**config.mk**
```make
export PLATFORM = sky130hd
export DESIGN_NAME = packet_deframe_crc_check
export DESIGN_NICKNAME = d
export VERILOG_FILES = /design/src/sv/pdcc_pkg.sv /design/src/sv/packet_deframe_crc_check.sv
export SDC_FILE = /design/constraint.sdc
export NUM_CORES = 1
export LEC_CHECK = 0
export BUFFER_PORTS_ARGS = -buffer_cell sky130_fd_sc_hd__buf_4
export CORE_ASPECT_RATIO = 0.8
export CORE_MARGIN = 1
export CORE_UTILIZATION = 40
export DETAILED_ROUTE_END_ITERATION = 6
export GPL_TIMING_DRIVEN = 0
export PLACE_DENSITY = 0.54
export SLEW_MARGIN = 20
export SYNTH_ARGS = -nofsm -noshare
export SYNTH_HDL_FRONTEND = slang
export SYNTH_SLANG_ARGS = --single-unit
export TNS_END_PERCENT = 20
```
**constraint.sdc**
```tcl
create_clock -name clock -period 12.14 [get_ports clock]
set_input_delay 0 -clock clock [delete_from_list [all_inputs] [get_ports clock]]
set_output_delay 0 -clock clock [all_outputs]
set_load 0.01 [all_outputs]
```
**src/sv/pdcc_pkg.sv**
```systemverilog
// ----------------------------------------------------------------------------
// pdcc_pkg
// Types and constants shared by the packet deframer with CRC-16 check.
// ----------------------------------------------------------------------------
package pdcc_pkg;

   localparam int unsigned STAMP_W     = 27;
   localparam int unsigned TOPIC_W     = 6;
   localparam int unsigned COMMAND_W   = 4;
   localparam int unsigned LENGTH_W    = 11;
   localparam int unsigned CRC_W       = 16;

   localparam int unsigned MAX_FRAME_BYTES_DEFAULT = 4095;

   // header is bytes 0..5, CRC is the last two bytes
   localparam int unsigned HDR_LEN = 6;
   localparam int unsigned MIN_FRAME_POS = 7;   // position of the last byte of a minimal frame
   localparam int unsigned PAYLOAD_POS   = 8;   // first position at which a payload byte leaves

   localparam logic [STAMP_W-1:0] DAY_LIMIT_RESET = 27'd86400000;

   localparam logic [CRC_W-1:0] CRC_POLY = 16'h1021;

   // result queue; depth must be a power of two
   localparam int unsigned RQ_DEPTH = 4;

   typedef enum logic [2:0] {
      STATUS_OK         = 3'd0,
      STATUS_TOO_SHORT  = 3'd1,
      STATUS_CRC_ERR    = 3'd2,
      STATUS_LENGTH_ERR = 3'd3,
      STATUS_STAMP_OVF  = 3'd4
   } status_type;

   typedef struct packed {
      logic [7:0] rx_byte;
      logic       frame_end;
   } req_item_type;

   typedef struct packed {
      logic                 frame_done;
      logic [7:0]           payload_byte;
      logic [2:0]           status;
      logic [STAMP_W-1:0]   millistamp;
      logic [TOPIC_W-1:0]   topic;
      logic [COMMAND_W-1:0] command;
      logic [LENGTH_W-1:0]  decl_length;
      logic [CRC_W-1:0]     trailer_crc;
   } rsp_item_type;

   // CRC-16/XMODEM, one byte, MSB first
   function automatic logic [CRC_W-1:0] crc_byte(input logic [CRC_W-1:0] crc,
                                                 input logic [7:0] data);
      logic [CRC_W-1:0] c;
      c = crc ^ {data, 8'h00};
      for (int k = 0; k < 8; k++) begin
         if (c[CRC_W-1]) begin
            c = {c[CRC_W-2:0], 1'b0} ^ CRC_POLY;
         end else begin
            c = {c[CRC_W-2:0], 1'b0};
         end
      end
      return c;
   endfunction

endpackage

```
**src/sv/packet_deframe_crc_check.sv**
```systemverilog
// ----------------------------------------------------------------------------
// packet_deframe_crc_check
// Splits a decoded packet into header fields and payload bytes, checks the
// trailing CRC-16/XMODEM and reports a closing status item per packet.
// ----------------------------------------------------------------------------
//
//  channel | ports                         | direction | moves
//  --------+-------------------------------+-----------+---------------------
//  req     | req_valid req_stall req_item  | in        | one packet byte
//  rsp     | rsp_valid rsp_stall rsp_item  | out       | payload byte/summary
//  csr     | csr_wr_en csr_wr_data         | in        | day_limit write
//
//  One byte is taken per cycle while req_stall is low. CRC update, header
//  capture and checks are done in the accept cycle; results are registered in
//  a 4-entry result queue. A byte may produce two items (last payload byte and
//  summary), so req_stall rises while fewer than two queue entries are free.
//  Synchronous active-high reset clears counters, CRC, queue and sets day_limit
//  to 86400000. No clearing pass.
//
module packet_deframe_crc_check #(
   parameter int unsigned MAX_FRAME_BYTES = pdcc_pkg::MAX_FRAME_BYTES_DEFAULT
) (
   input  logic                             clock,
   input  logic                             reset,
   input  logic                             req_valid,
   output logic                             req_stall,
   input  pdcc_pkg::req_item_type           req_item,
   output logic                             rsp_valid,
   input  logic                             rsp_stall,
   output pdcc_pkg::rsp_item_type           rsp_item,
   input  logic                             csr_wr_en,
   input  logic [pdcc_pkg::STAMP_W-1:0]     csr_wr_data
);
   import pdcc_pkg::*;

   localparam int unsigned POS_W = $clog2(MAX_FRAME_BYTES + 1);
   localparam int unsigned PTR_W = $clog2(RQ_DEPTH);
   localparam int unsigned QCNT_W = $clog2(RQ_DEPTH + 1);
   localparam logic [POS_W-1:0] POS_MAX = POS_W'(MAX_FRAME_BYTES);

   // configuration
   logic [STAMP_W-1:0] day_limit_ff;

   // frame state
   logic [POS_W-1:0]     byte_count_ff, byte_count_in;
   logic [CRC_W-1:0]     crc_ff, crc_in;
   logic [7:0]           held_older_ff, held_older_in;
   logic [7:0]           held_newer_ff, held_newer_in;
   logic [STAMP_W-1:0]   stamp_ff, stamp_in;
   logic [TOPIC_W-1:0]   topic_ff, topic_in;
   logic [COMMAND_W-1:0] command_ff, command_in;
   logic [LENGTH_W-1:0]  length_ff, length_in;

   // result queue
   rsp_item_type        rq_ff [RQ_DEPTH];
   logic [PTR_W-1:0]    wr_ptr_ff, wr_ptr_in;
   logic [PTR_W-1:0]    rd_ptr_ff, rd_ptr_in;
   logic [QCNT_W-1:0]   qcount_ff, qcount_in;

   logic          accept, pop;
   logic [7:0]    rx_b;
   logic          last;
   logic [POS_W-1:0] pos;
   logic [CRC_W-1:0] crc_upd;
   logic [CRC_W-1:0] rx_crc;
   status_type    status;
   rsp_item_type  pay_item, sum_item, push_a_item;
   logic          emit_pay, push_a, push_b;
   logic [1:0]    push_n;

   assign accept    = req_valid && !req_stall;
   assign pop       = rsp_valid && !rsp_stall;
   assign req_stall = qcount_ff > QCNT_W'(RQ_DEPTH - 2);
   assign rsp_valid = qcount_ff != '0;
   assign rsp_item  = rq_ff[rd_ptr_ff];

   assign rx_b = req_item.rx_byte;
   assign last = req_item.frame_end;
   assign pos  = byte_count_ff;

   // CRC runs on the byte leaving the two-byte delay
   assign crc_upd = (pos >= POS_W'(2)) ? crc_byte(crc_ff, held_older_ff) : crc_ff;
   assign rx_crc  = {held_newer_ff, rx_b};

   // header capture
   always_comb begin
      stamp_in   = stamp_ff;
      topic_in   = topic_ff;
      command_in = command_ff;
      length_in  = length_ff;
      if (accept && pos < POS_W'(HDR_LEN)) begin
         unique case (pos[2:0])
            3'd0: begin
               stamp_in   = {rx_b, 19'd0};
               topic_in   = '0;
               command_in = '0;
               length_in  = '0;
            end
            3'd1: stamp_in[18:11] = rx_b;
            3'd2: stamp_in[10:3]  = rx_b;
            3'd3: begin
               stamp_in[2:0] = rx_b[7:5];
               topic_in      = {rx_b[4:0], 1'b0};
            end
            3'd4: begin
               topic_in[0]   = rx_b[7];
               command_in    = rx_b[6:3];
               length_in[10:8] = rx_b[2:0];
            end
            3'd5: length_in[7:0] = rx_b;
            default: ;
         endcase
      end
   end

   // frame counter, CRC and byte delay
   always_comb begin
      byte_count_in = byte_count_ff;
      crc_in        = crc_ff;
      held_older_in = held_older_ff;
      held_newer_in = held_newer_ff;
      if (accept) begin
         if (last) begin
            byte_count_in = '0;
            crc_in        = '0;
            held_older_in = '0;
            held_newer_in = '0;
         end else begin
            crc_in        = crc_upd;
            held_older_in = held_newer_ff;
            held_newer_in = rx_b;
            if (byte_count_ff < POS_MAX) begin
               byte_count_in = byte_count_ff + POS_W'(1);
            end
         end
      end
   end

   // closing status, first failing check wins
   always_comb begin
      if (pos < POS_W'(MIN_FRAME_POS)) begin
         status = STATUS_TOO_SHORT;
      end else if (rx_crc != crc_upd) begin
         status = STATUS_CRC_ERR;
      end else if ((pos - POS_W'(MIN_FRAME_POS)) != POS_W'(length_ff)) begin
         status = STATUS_LENGTH_ERR;
      end else if (stamp_ff >= day_limit_ff) begin
         status = STATUS_STAMP_OVF;
      end else begin
         status = STATUS_OK;
      end
   end

   always_comb begin
      pay_item              = '0;
      pay_item.payload_byte = held_older_ff;

      sum_item            = '0;
      sum_item.frame_done = 1'b1;
      sum_item.status     = status;
      // short frames report zero header fields
      if (status != STATUS_TOO_SHORT) begin
         sum_item.millistamp   = stamp_ff;
         sum_item.topic        = topic_ff;
         sum_item.command      = command_ff;
         sum_item.decl_length  = length_ff;
         sum_item.trailer_crc  = rx_crc;
      end
   end

   assign emit_pay    = pos >= POS_W'(PAYLOAD_POS);
   assign push_a      = accept && (emit_pay || last);
   assign push_b      = accept && emit_pay && last;
   assign push_a_item = emit_pay ? pay_item : sum_item;
   assign push_n      = {1'b0, push_a} + {1'b0, push_b};

   always_comb begin
      wr_ptr_in = wr_ptr_ff + PTR_W'(push_n);
      rd_ptr_in = rd_ptr_ff + PTR_W'(pop);
      qcount_in = qcount_ff + QCNT_W'(push_n) - QCNT_W'(pop);
   end

   always_ff @(posedge clock) begin
      if (reset) begin
         day_limit_ff  <= DAY_LIMIT_RESET;
         byte_count_ff <= '0;
         crc_ff        <= '0;
         held_older_ff <= '0;
         held_newer_ff <= '0;
         stamp_ff      <= '0;
         topic_ff      <= '0;
         command_ff    <= '0;
         length_ff     <= '0;
         wr_ptr_ff     <= '0;
         rd_ptr_ff     <= '0;
         qcount_ff     <= '0;
      end else begin
         if (csr_wr_en) begin
            day_limit_ff <= csr_wr_data;
         end
         byte_count_ff <= byte_count_in;
         crc_ff        <= crc_in;
         held_older_ff <= held_older_in;
         held_newer_ff <= held_newer_in;
         stamp_ff      <= stamp_in;
         topic_ff      <= topic_in;
         command_ff    <= command_in;
         length_ff     <= length_in;
         wr_ptr_ff     <= wr_ptr_in;
         rd_ptr_ff     <= rd_ptr_in;
         qcount_ff     <= qcount_in;
      end
   end

   // queue storage
   always_ff @(posedge clock) begin
      if (push_a) begin
         rq_ff[wr_ptr_ff] <= push_a_item;
      end
      if (push_b) begin
         rq_ff[wr_ptr_ff + PTR_W'(1)] <= sum_item;
      end
   end

   // ------------------------------------------------------------------------
   a_queue_bound: assert property (@(posedge clock) disable iff (reset)
      qcount_ff <= QCNT_W'(RQ_DEPTH))
      else $error("result queue overflow");

   a_room_for_two: assert property (@(posedge clock) disable iff (reset)
      !req_stall |-> qcount_ff <= QCNT_W'(RQ_DEPTH - 2))
      else $error("byte taken without room for two items");

   a_frame_restart: assert property (@(posedge clock) disable iff (reset)
      accept && last |=> byte_count_ff == '0 && crc_ff == '0)
      else $error("frame state not cleared after last byte");

   a_crc_idle_early: assert property (@(posedge clock) disable iff (reset)
      byte_count_ff < POS_W'(3) |-> crc_ff == '0)
      else $error("CRC moved before delay filled");

   a_summary_pairs: assert property (@(posedge clock) disable iff (reset)
      push_b |-> push_a && last)
      else $error("second item without summary");

endmodule
```
==> results of run 1 <==
## state kept, by name (all words and copies together), names as in the netlist
name and cells:
held_newer_ff 8, day_limit_ff 27, crc_ff 16, topic_ff 6, rq_ff 304, command_ff 4, qcount_ff 3, rd_ptr_ff 2
byte_count_ff 12, stamp_ff 27, held_older_ff 8, length_ff 11, wr_ptr_ff 2
## final cells by class
class,count,area (µm²)
fillers,4339,24240
flip-flops and latches,430,11290
multi-input cells,1078,7301
repair buffers,159,1549
clock buffers,65,1259
well taps,620,775.7
plain buffers,110,436.7
inverters,51,191.4
clock inverters,16,128.9
## power groups by stage
stage / registers (µW) / clock network (µW) / logic (µW)
finish: 1630 / 1320 / 761
global route: 1640 / 1410 / 823
CTS: 1630 / 1350 / 774
detailed placement: 1660 / 0 / 762
global placement: 1680 / 0 / 742
floorplan: 1660 / 0 / 450
## synth_stat cells, types with 3 or more instances
cell | count | area (µm²)
xnor2_1 | 43 | 376.6
mux4_2 | 76 | 1712
nand4_1 | 9 | 56.30
ha_1 | 38 | 475.5
or3_1 | 4 | 25.02
nor3_1 | 14 | 70.07
edfxtp_1 | 268 | 8048
inv_1 | 47 | 176.4
nor2_1 | 382 | 1434
o211ai_1 | 12 | 90.09
dfxtp_1 | 162 | 3243
o21ai_1 | 4 | 20.02
nand2_1 | 169 | 634.4
buf_2 | 6 | 30.03
and3_1 | 20 | 125.1
nand2b_1 | 3 | 18.77
and2_1 | 5 | 31.28
mux2i_1 | 44 | 440.4
a21oi_1 | 82 | 410.4
a22oi_1 | 33 | 247.7
nor4_1 | 3 | 18.77
nor2b_1 | 16 | 100.1
o21ai_0 | 13 | 65.06
buf_1 | 14 | 52.55
xor2_1 | 30 | 262.8
a21o_1 | 7 | 52.55
clkbuf_1 | 87 | 326.6
nand3_1 | 41 | 205.2
## what timing repair did
item,CTS,global route
hold endpoints to repair,39,0
endpoints found under the setup margin,0,0
hold buffers,38,0
## final timing paths
check / from / end / slack [ns]
worst max-delay path: byte_count_ff[4]$_SDFFE_PP0P_ / rq_ff[0][59]$_DFFE_PP_ / 8.14
worst min-delay path: rsp_stall / rd_ptr_ff[0]$_SDFF_PP0_ / 0.04
worst max register to register: byte_count_ff[4]$_SDFFE_PP0P_ / rq_ff[0][59]$_DFFE_PP_ / 8.14
worst min register to register: rq_ff[3][75]$_SDFFE_PP1P_ / rq_ff[3][75]$_SDFFE_PP1P_ / 0.45
## cell families after synthesis
| family | after synthesis | synth area share, % |
|---|---|---|
| fa+ha+maj | 39 | 2.585 |
| flops | 430 | 58.90 |
| mux | 120 | 11.23 |
| buf+inv | 161 | 3.270 |
| compound gates | 167 | 5.542 |
| simple gates | 676 | 14.86 |
| xor+xnor | 76 | 3.622 |
## routing by layer
layer	GRT usage [%]	share of wire, %	vias to the layer above
met5	0	0.025	-
met4	4.481	1.5	2
li1	-	-	6277
met2	34.90	46	289
met3	3.050	4.9	61
met1	32.31	47	6556
## cells in the final DEF, fill, tap and decap left out, types with 45 or more instances in the layout
master     count
a21oi_1       82
buf_4        110
clkbuf_1     100
clkbuf_16     45
dfxtp_1      162
edfxtp_1     268
inv_1         47
mux4_2        76
nand2_1      169
nor2_1       380
## critical path: cells and delay by family (launching register included)
kind            cells  cell delay [ns]
compound gates      1             0.29
simple gates        4             1.12
flops               1             0.29
buf+inv             5             2.01
## through the flow
step | util [%] | setup WS [ns] | std cells | total power, µW
6_report | 48.61 | 8.145 | 2529 | 3716
5_1_grt | 48.61 | 7.832 | 2529 | 3870
4_1_cts | 48.61 | 8.143 | 2529 | 3756
3_5_place_dp | 44.86 | 8.143 | 2410 | 2424
3_3_place_gp | 44.00 | 0.4346 | 2397 | 2418
2_1_floorplan | - | 5.592 | 1669 | 2108
==> out/metrics.yaml, run 1 <==
outcome:
  status: "finished, violations left"
  violations: "design-rule violations"
sta:
  setup_violations: 0
  holdWs_ns: 0.03506
  finClkSkew_ns: 0.01935
  fin_tns_setup_ns: 0
  hold_viol_final: 0
  finalCriticalPeriod_ns: 3.995
  drv_slew: 0
  max_freq_mhz: 250.3
  fin_crit_sh_pct: 32.91
  slew_headroom_pct: 28.46
  rsz0062_at_grt: "no"
  worst_pin_slew_ns: 1.073
power_and_ir_drop:
  power.share.switching_pct: 27.00
  seq_power_share_pct: 43.9
  max-vdd-ir-drop_mv: 0.09063
  power_density_nw_per_um2: 162.0
  p_sw_uw: 1003
  p_leak_uw: 0.007629
  power_frac_comb_pct: 20.5
  clkPwrFrac_pct: 35.6
  internal_power_uw: 2712
worst_setup_path:
  startpoint_type: "flop"
  ff2ff_path_depth: 10
  cp_cell_sequence: "buf_2 -> nor4_4 -> and3_1 -> buf_4 -> clkbuf_1 -> o21ai_0 -> nand3_1 -> clkbuf_1 -> clkbuf_1 -> nor2_1"
  critical_path_class: "reg -> reg"
  endpoint_kind: "flop"
  cpMaxStageDelayCell: "clkbuf_1"
  path_common_cell: "clkbuf_1"
  crit_arrival_ns: 4.28
  critPathMaxFanout: 10
  worstPathRequired_ns: 12.43
  slowest_delay_ns: 0.65
hold_path:
  hp-class: "in -> reg"
  hold_depth: 4
die:
  die_x_um: 246.8
  io_pins: 119
  die_h_um: 197.8
  die_area_um2: 48810
  initial_core_util_pct: 40.64
  core.rowCount: 71
  core_um2: 47170
logic_synthesis:
  syn_avg_cell_area_um2: 11.49
  synth-seq-cells: 430
  ys_dominant_reg_cell: "edfxtp_1"
  synthesis.area_um2: 19170
  synth_cell_type_count: 58
  synthArstFlopShare_pct: 0
  synth_cells: 1669
  synth-edff-count: 268
  syn_nets: 1749
  synth-seq-area-share_pct: 58.90
  yosys_warnings: 0
finish:
  diodes: 0
  final_area_um2: 22930
  nNetsFinal: 1954
  drive_above_1_share_pct: 15.09
  syn_to_final_growth_pct: 19.63
drt:
  drt-pass1-iter-count: 7
  num_vias: 13185
  drc: 13
  wl_per_cell_um: 20.91
  drt-initial-drc-count: 1015
  via_per_inst: 5.214
  drt_wl_total_um: 52870
  drtAntennaViolNets: 0
clocking:
  numCtsBuffers: 44
  cts_tree: "done"
  cts.sink_count: 430
  postCtsResizedCells: 0
  htreeDepth: 2
  clk_pin_slew_worst_paths_ns: 0.06
  post_cts_buffers: 0
  clkLatencyLatePin_ns: 0.57
  clockRootBuffer: "clkbuf_16"
  clockBufferDepth: 3
place:
  detailed_place_hpwl_um: 36650
  gp_congestion: 0.8757
  place_area_um2: 21160
  place.port_buffers: 108
global_routing:
  grt_pass1_wl_um: 80430
  antenna_found_initial: 1
  grt_use_total_pct: 22.07
  grt_pass1_vias: 13214
  grt_overflow: 0
  grt_max_degree: 43
flow_run:
  cap_violations: 0
(Power assumes the default switching activity.)
==> run 2, diff against run 1 <==
--- a/config.mk
+++ b/config.mk
@@ -11,7 +11,7 @@
 export CORE_UTILIZATION = 40
 export DETAILED_ROUTE_END_ITERATION = 6
 export GPL_TIMING_DRIVEN = 0
-export PLACE_DENSITY = 0.54
+export PLACE_DENSITY = 0.57
 export SLEW_MARGIN = 20
 export SYNTH_ARGS = -nofsm -noshare
 export SYNTH_HDL_FRONTEND = slang
==> constraint.sdc (replaced) <==
create_clock -name clock -period 3.3 [get_ports clock]
set_input_delay 0 -clock clock [delete_from_list [all_inputs] [get_ports clock]]
set_output_delay 0 -clock clock [all_outputs]
set_load 0.01 [all_outputs]
==> run 2 against run 1 <==
The run still ends with design-rule violations left. Non-clock buffer count rose by 10. Clock skew rose by 0.0060 ns. Worst setup slack got worse by 8.1 ns. Total power rose to 3.7 times the previous value. Via count rose by 2.1%. Register-to-register slack got worse by 8.0 ns. Clock power rose to 3.7 times the previous value. Global-route usage fell by 0.23 points. Sequential power rose to 3.7 times the previous value. Critical path type is now reg -> out.
==> out/metrics.yaml, run 2 (same netlist as run 1, synthesis figures left out) <==
sta:
  fin_crit_sh_pct: 98.47
  fin_tns_setup_ns: 0
  setup_violations: 0
  holdWs_ns: 0.008236
  slew_headroom_pct: 35.15
  hold_viol_final: 0
  rsz0062_at_grt: "yes"
  worst_pin_slew_ns: 0.9728
  finalCriticalPeriod_ns: 3.249
  max_freq_mhz: 307.7
  drv_slew: 0
  finClkSkew_ns: 0.02533
clocking:
  clk_pin_slew_worst_paths_ns: 0.06
  clkLatencyLatePin_ns: 0.56
  clockBufferDepth: 3
  htreeDepth: 2
  cts.sink_count: 430
  clockRootBuffer: "clkbuf_16"
  numCtsBuffers: 45
  cts_tree: "done"
global_routing:
  antenna_found_initial: 0
  grt_use_total_pct: 21.84
  grt_overflow: 0
  grt_max_degree: 42
  grt_pass1_wl_um: 79900
  grt_pass1_vias: 13186
finish:
  largest-register: "rq_ff"
  largest_reg_flops: 304
  top_regs: "rq_ff (304), day_limit_ff (27), stamp_ff (27)"
  drive_above_1_share_pct: 17.14
  final_common_cell: "nor2_1"
  layout_common_cells: "380 x nor2_1, 268 x edfxtp_1, 169 x nand2_1"
  diodes: 0
  final_util_pct: 49.12
  syn_to_final_growth_pct: 20.87
  nNetsFinal: 1965
power_and_ir_drop:
  max-vdd-ir-drop_mv: 0.4093
  p_leak_uw: 0.007761
  power_frac_comb_pct: 20.8
  power.share.switching_pct: 27.24
  seq_power_share_pct: 43.6
  clkPwrFrac_pct: 35.6
  p_sw_uw: 3750
  power_density_nw_per_um2: 594.1
  internal_power_uw: 10020
worst_setup_path:
  startpoint_type: "flop"
  path_common_cell: "clkbuf_1"
  critical_path_class: "reg -> out"
  ff2ff_path_depth: 11
  r2r_start: "byte_count_ff[3]$_SDFFE_PP0P_"
  critPathMaxFanout: 10
  cp_cell_sequence: "clkbuf_1 -> clkbuf_1 -> buf_1 -> mux4_2 -> buf_4"
  endpoint_kind: "output pin"
  slowest_delay_ns: 0.70
  r2r_setup_slack_ns: 0.10
  rr_endpoint: "rq_ff[1][42]$_DFFE_PP_"
  cpMaxStageDelayCell: "buf_1"
  crit_arrival_ns: 3.25
  crit_path_start: "rd_ptr_ff[1]$_SDFF_PP0_"
  endpoint: "rsp_item[64]"
  worstPathRequired_ns: 3.30
flow_run:
  cap_violations: 0
drt:
  drt_wl_total_um: 52820
  top_layer_used: "met4"
  drtAntennaViolNets: 0
  wl_per_cell_um: 20.79
  num_vias: 13460
  met1_length_um: 24100
  drc: 17
  drt-pass1-iter-count: 7
  wl_met2_um: 24400
  via_per_inst: 5.299
  drt-initial-drc-count: 1103
  dr_wl_met3_um: 3405
place:
  place.port_buffers: 108
  detailed_place_hpwl_um: 36430
  gp_congestion: 0.8504
die:
  initial_core_util_pct: 40.64
  die_h_um: 197.8
  io_pins: 119
  core_um2: 47170
  core.rowCount: 71
  die_area_um2: 48810
  die_x_um: 246.8
outcome:
  status: "finished, violations left"
  violations: "design-rule violations"
hold_path:
  hp-class: "in -> reg"
  min-delay-start: "reset"
[run 2: cell types whose count changed in the layout (fill, tap and decap cells not counted), moves of 4 or more]
cell / delta
buf_4: +12
buf_1: -4
clkbuf_2: +11
clkbuf_8: -4
clkbuf_1: -12
[run 2: metrics by stage]
stage	setup slack, ns	std cells	area (µm²)	power, µW
floorplan	-0.2209	1669	19180	7740
global placement	-2.249	2397	20770	8854
detailed placement	-0.5344	2410	21160	8917
CTS	-0.004108	2532	23060	13870
global route	-0.07851	2540	23170	14310
finish	0.05054	2540	23170	13760
[run 2: worst min path at each step]
stage                                          to  slack [ns]  cells after the start
floorplan           day_limit_ff[10]$_SDFFE_PP1P_        0.13                      2
detailed placement   day_limit_ff[4]$_SDFFE_PP0P_        0.24                      3
global route        day_limit_ff[12]$_SDFFE_PP1P_        0.02                      3
global placement    day_limit_ff[19]$_SDFFE_PP0P_        0.24                      3
CTS                 day_limit_ff[11]$_SDFFE_PP1P_      0.0001                      3
finish              day_limit_ff[11]$_SDFFE_PP1P_       0.008                      3
[run 2: final cells by class]
| type | count | area (µm²) |
|---|---|---|
| well taps | 620 | 775.7 |
| fillers | 4281 | 24000 |
| multi-input cells | 1078 | 7408 |
| inverters | 51 | 191.4 |
| clock inverters | 20 | 182.7 |
| repair buffers | 171 | 1642 |
| plain buffers | 108 | 476.7 |
| clock buffers | 62 | 1200 |
| flip-flops and latches | 430 | 11290 |
[run 2: critical path, delay by kind of cell, from the launching register on]
| family | cells | cell delay, ns |
|---|---|---|
| flops | 1 | 0.32 |
| mux | 1 | 0.49 |
| buf+inv | 4 | 1.88 |
[run 2: repair_timing]
action | in CTS | in global routing
buffers inserted | 5 | 8
gates resized for setup | 29 | 28
endpoints found under the hold margin | 39 | 0
setup endpoints to repair | 311 | 130
pin swaps | 5 | 7
hold buffers | 37 | 0
[run 2: per-layer routing]
| layer | vias up | global-route usage, % |
|---|---|---|
| met3 | 59 | 3.809 |
| met1 | 6677 | 31.26 |
| met2 | 410 | 34.63 |
| met4 | 0 | 4.755 |
| met5 | - | 0 |
| li1 | 6314 | - |
[run 2: power by group through the flow]
| stage | clock (µW) | combinational [µW] | sequential, µW |
|---|---|---|---|
| 2_1_floorplan | 0 | 1660 | 6080 |
| 3_3_place_gp | 0 | 2730 | 6130 |
| 3_5_place_dp | 0 | 2800 | 6110 |
| 4_1_cts | 4980 | 2890 | 6000 |
| 5_1_grt | 5200 | 3100 | 6020 |
| 6_report | 4900 | 2870 | 6000 |
==> run 3, diff against run 2 <==
--- a/config.mk
+++ b/config.mk
@@ -7,9 +7,10 @@
 export LEC_CHECK = 0
 export BUFFER_PORTS_ARGS = -buffer_cell sky130_fd_sc_hd__buf_4
 export CORE_ASPECT_RATIO = 0.8
-export CORE_MARGIN = 1
+export CORE_MARGIN = 2
 export CORE_UTILIZATION = 40
 export DETAILED_ROUTE_END_ITERATION = 6
+export GPL_ROUTABILITY_DRIVEN = 0
 export GPL_TIMING_DRIVEN = 0
 export PLACE_DENSITY = 0.57
 export SLEW_MARGIN = 20
==> constraint.sdc (replaced) <==
create_clock -name clock -period 3.3 [get_ports clock]
set_input_delay 0 -clock clock [delete_from_list [all_inputs] [get_ports clock]]
set_output_delay 0 -clock clock [all_outputs]
set_load 0.02 [all_outputs]
==> run 3 against run 2 <==
The run ends with negative setup slack left. Sequential power barely moved. Routed wire length increased by 2.2%. First-iteration DRC count decreased by 16%. Worst setup slack worse by 0.093 ns. Flip-flop and latch count stayed put. Largest power group unchanged. Highest routed layer is now met5.
==> out/metrics.yaml, run 3 (same netlist as run 1, synthesis figures left out) <==
outcome:
  status: "finished, violations left"
  violations: "negative setup slack"
die:
  core_um2: 47170
  core.rowCount: 71
  initial_core_util_pct: 40.64
  die_h_um: 199.8
  die_x_um: 248.8
  io_pins: 119
  die_area_um2: 49700
hold_path:
  hold_path_end: "stamp_ff[22]$_SDFFE_PP0P_"
  hp-class: "in -> reg"
  hold_depth: 3
  min-delay-start: "req_item[4]"
sta:
  finClkSkew_ns: 0.01989
  setup_violations: 6
  slew_headroom_pct: 29.30
  max_freq_mhz: 299.2
  drv_slew: 0
  worst_pin_slew_ns: 1.060
  fin_crit_sh_pct: 101.3
  finalCriticalPeriod_ns: 3.343
  rsz0062_at_grt: "yes"
  fin_ws_ns: -0.04275
  holdWs_ns: 0.03406
  hold_viol_final: 0
global_routing:
  grt_pass1_wl_um: 82210
  grt_use_total_pct: 21.81
  grt_overflow: 0
  antenna_found_initial: 2
  grt_pass1_vias: 13581
  grt_max_degree: 38
drt:
  drt-pass1-iter-count: 5
  drtAntennaViolNets: 0
  drc: 0
  drt-initial-drc-count: 926
  drt_wl_total_um: 53990
  num_vias: 13479
  via_per_inst: 5.305
  wl_per_cell_um: 21.25
worst_setup_path:
  r2r_setup_slack_ns: 0.13
  endpoint_kind: "output pin"
  critPathMaxFanout: 10
  crit_arrival_ns: 3.34
  r2r_start: "byte_count_ff[4]$_SDFFE_PP0P_"
  critical_path_class: "reg -> out"
  rr_endpoint: "rq_ff[1][57]$_DFFE_PP_"
  ff2ff_path_depth: 11
  worstPathRequired_ns: 3.30
  startpoint_type: "flop"
finish:
  largest-register: "rq_ff"
  fin_cells: 2541
  final_common_cell: "nor2_1"
  layout_common_cells: "380 x nor2_1, 268 x edfxtp_1, 169 x nand2_1"
  final_util_pct: 49.18
  syn_to_final_growth_pct: 21.02
  largest_reg_flops: 304
  nNetsFinal: 1964
  final.fill_count: 4222
  top_regs: "rq_ff (304), day_limit_ff (27), stamp_ff (27)"
  drive_above_1_share_pct: 17.03
place:
  place_inst: 2410
  place_ws_ns: -0.5286
  place.port_buffers: 108
  detailed_place_hpwl_um: 36820
clocking:
  cts_tree: "done"
  clk_pin_slew_worst_paths_ns: 0.06
  clockBufferDepth: 3
  clkLatencyLatePin_ns: 0.57
  clockRootBuffer: "clkbuf_16"
  htreeDepth: 2
  cts.sink_count: 430
  numCtsBuffers: 44
power_and_ir_drop:
  total_power_uw: 14050
  seq_power_share_pct: 42.7
  max-vdd-ir-drop_mv: 0.4591
  power.share.switching_pct: 28.42
  internal_power_uw: 10060
  power_density_nw_per_um2: 605.8
  power_frac_comb_pct: 22.3
  p_sw_uw: 3995
  clkPwrFrac_pct: 35.0
  p_leak_uw: 0.007768
flow_run:
  cap_violations: 0
[run 3: layer usage]
metal / GRT usage, % / vias up / share of wire (%)
met5: 0 / - / 0.022
met4: 6.285 / 2 / 2.2
met3: 4.538 / 77 / 6.2
met2: 34.16 / 394 / 46
met1: 30.84 / 6706 / 46
li1: - / 6300 / -
[run 3: repair_timing]
item	in CTS	in global routing
gates cloned	1	0
resized for setup	29	21
setup buffers	4	6
endpoints found under the setup margin	306	140
hold buffers	38	0
pin swaps	3	6
endpoints found under the hold margin	39	0
[run 3: worst max path at each step]
stage                                   from                       to  depth (start not counted)
2_1_floorplan  byte_count_ff[9]$_SDFFE_PP0P_    rq_ff[3][0]$_DFFE_PP_                          7
3_3_place_gp         qcount_ff[0]$_SDFF_PP0_   rq_ff[0][38]$_DFFE_PP_                          5
3_5_place_dp   byte_count_ff[4]$_SDFFE_PP0P_  qcount_ff[2]$_SDFF_PP0_                         17
4_1_cts        byte_count_ff[8]$_SDFFE_PP0P_  qcount_ff[2]$_SDFF_PP0_                         17
5_1_grt              rd_ptr_ff[1]$_SDFF_PP0_             rsp_item[49]                          5
6_report             rd_ptr_ff[1]$_SDFF_PP0_             rsp_item[49]                          5
[run 3: worst max-delay path, stage by stage (launching register included)]
cell	delay [ns]
dfxtp_1	0.31
clkbuf_1	0.37
clkbuf_1	0.71
buf_1	0.75
mux4_2	0.45
buf_4	0.18
[run 3: power by group through the flow]
stage / combinational, µW / sequential, µW / clock (µW)
5_1_grt: 3350 / 6020 / 5200
2_1_floorplan: 1910 / 6080 / 0
3_5_place_dp: 3070 / 6110 / 0
4_1_cts: 3160 / 6000 / 5000
6_report: 3140 / 6000 / 4920
3_3_place_gp: 2990 / 6130 / 0
[run 3: stage by stage]
step	TNS, ns	area [µm²]
floorplan	-41.95	19180
global placement	-545.55	20770
detailed placement	-51.21	21160
CTS	-0.1397	23100
global route	-0.5739	23200
finish	-0.1448	23200
[run 3: layout make-up]
cell class	count	area, µm²	area share [%]
tap	620	775.7	3.344
clock buffer	66	1310	5.647
antenna	1	2.502	0.01079
clock inverter	16	102.6	0.4423
buffer	109	485.5	2.093
inverter	51	191.4	0.8252
sequential	430	11290	48.68
multi-input combinational	1079	7413	31.96
timing repair buffer	169	1624	7.001
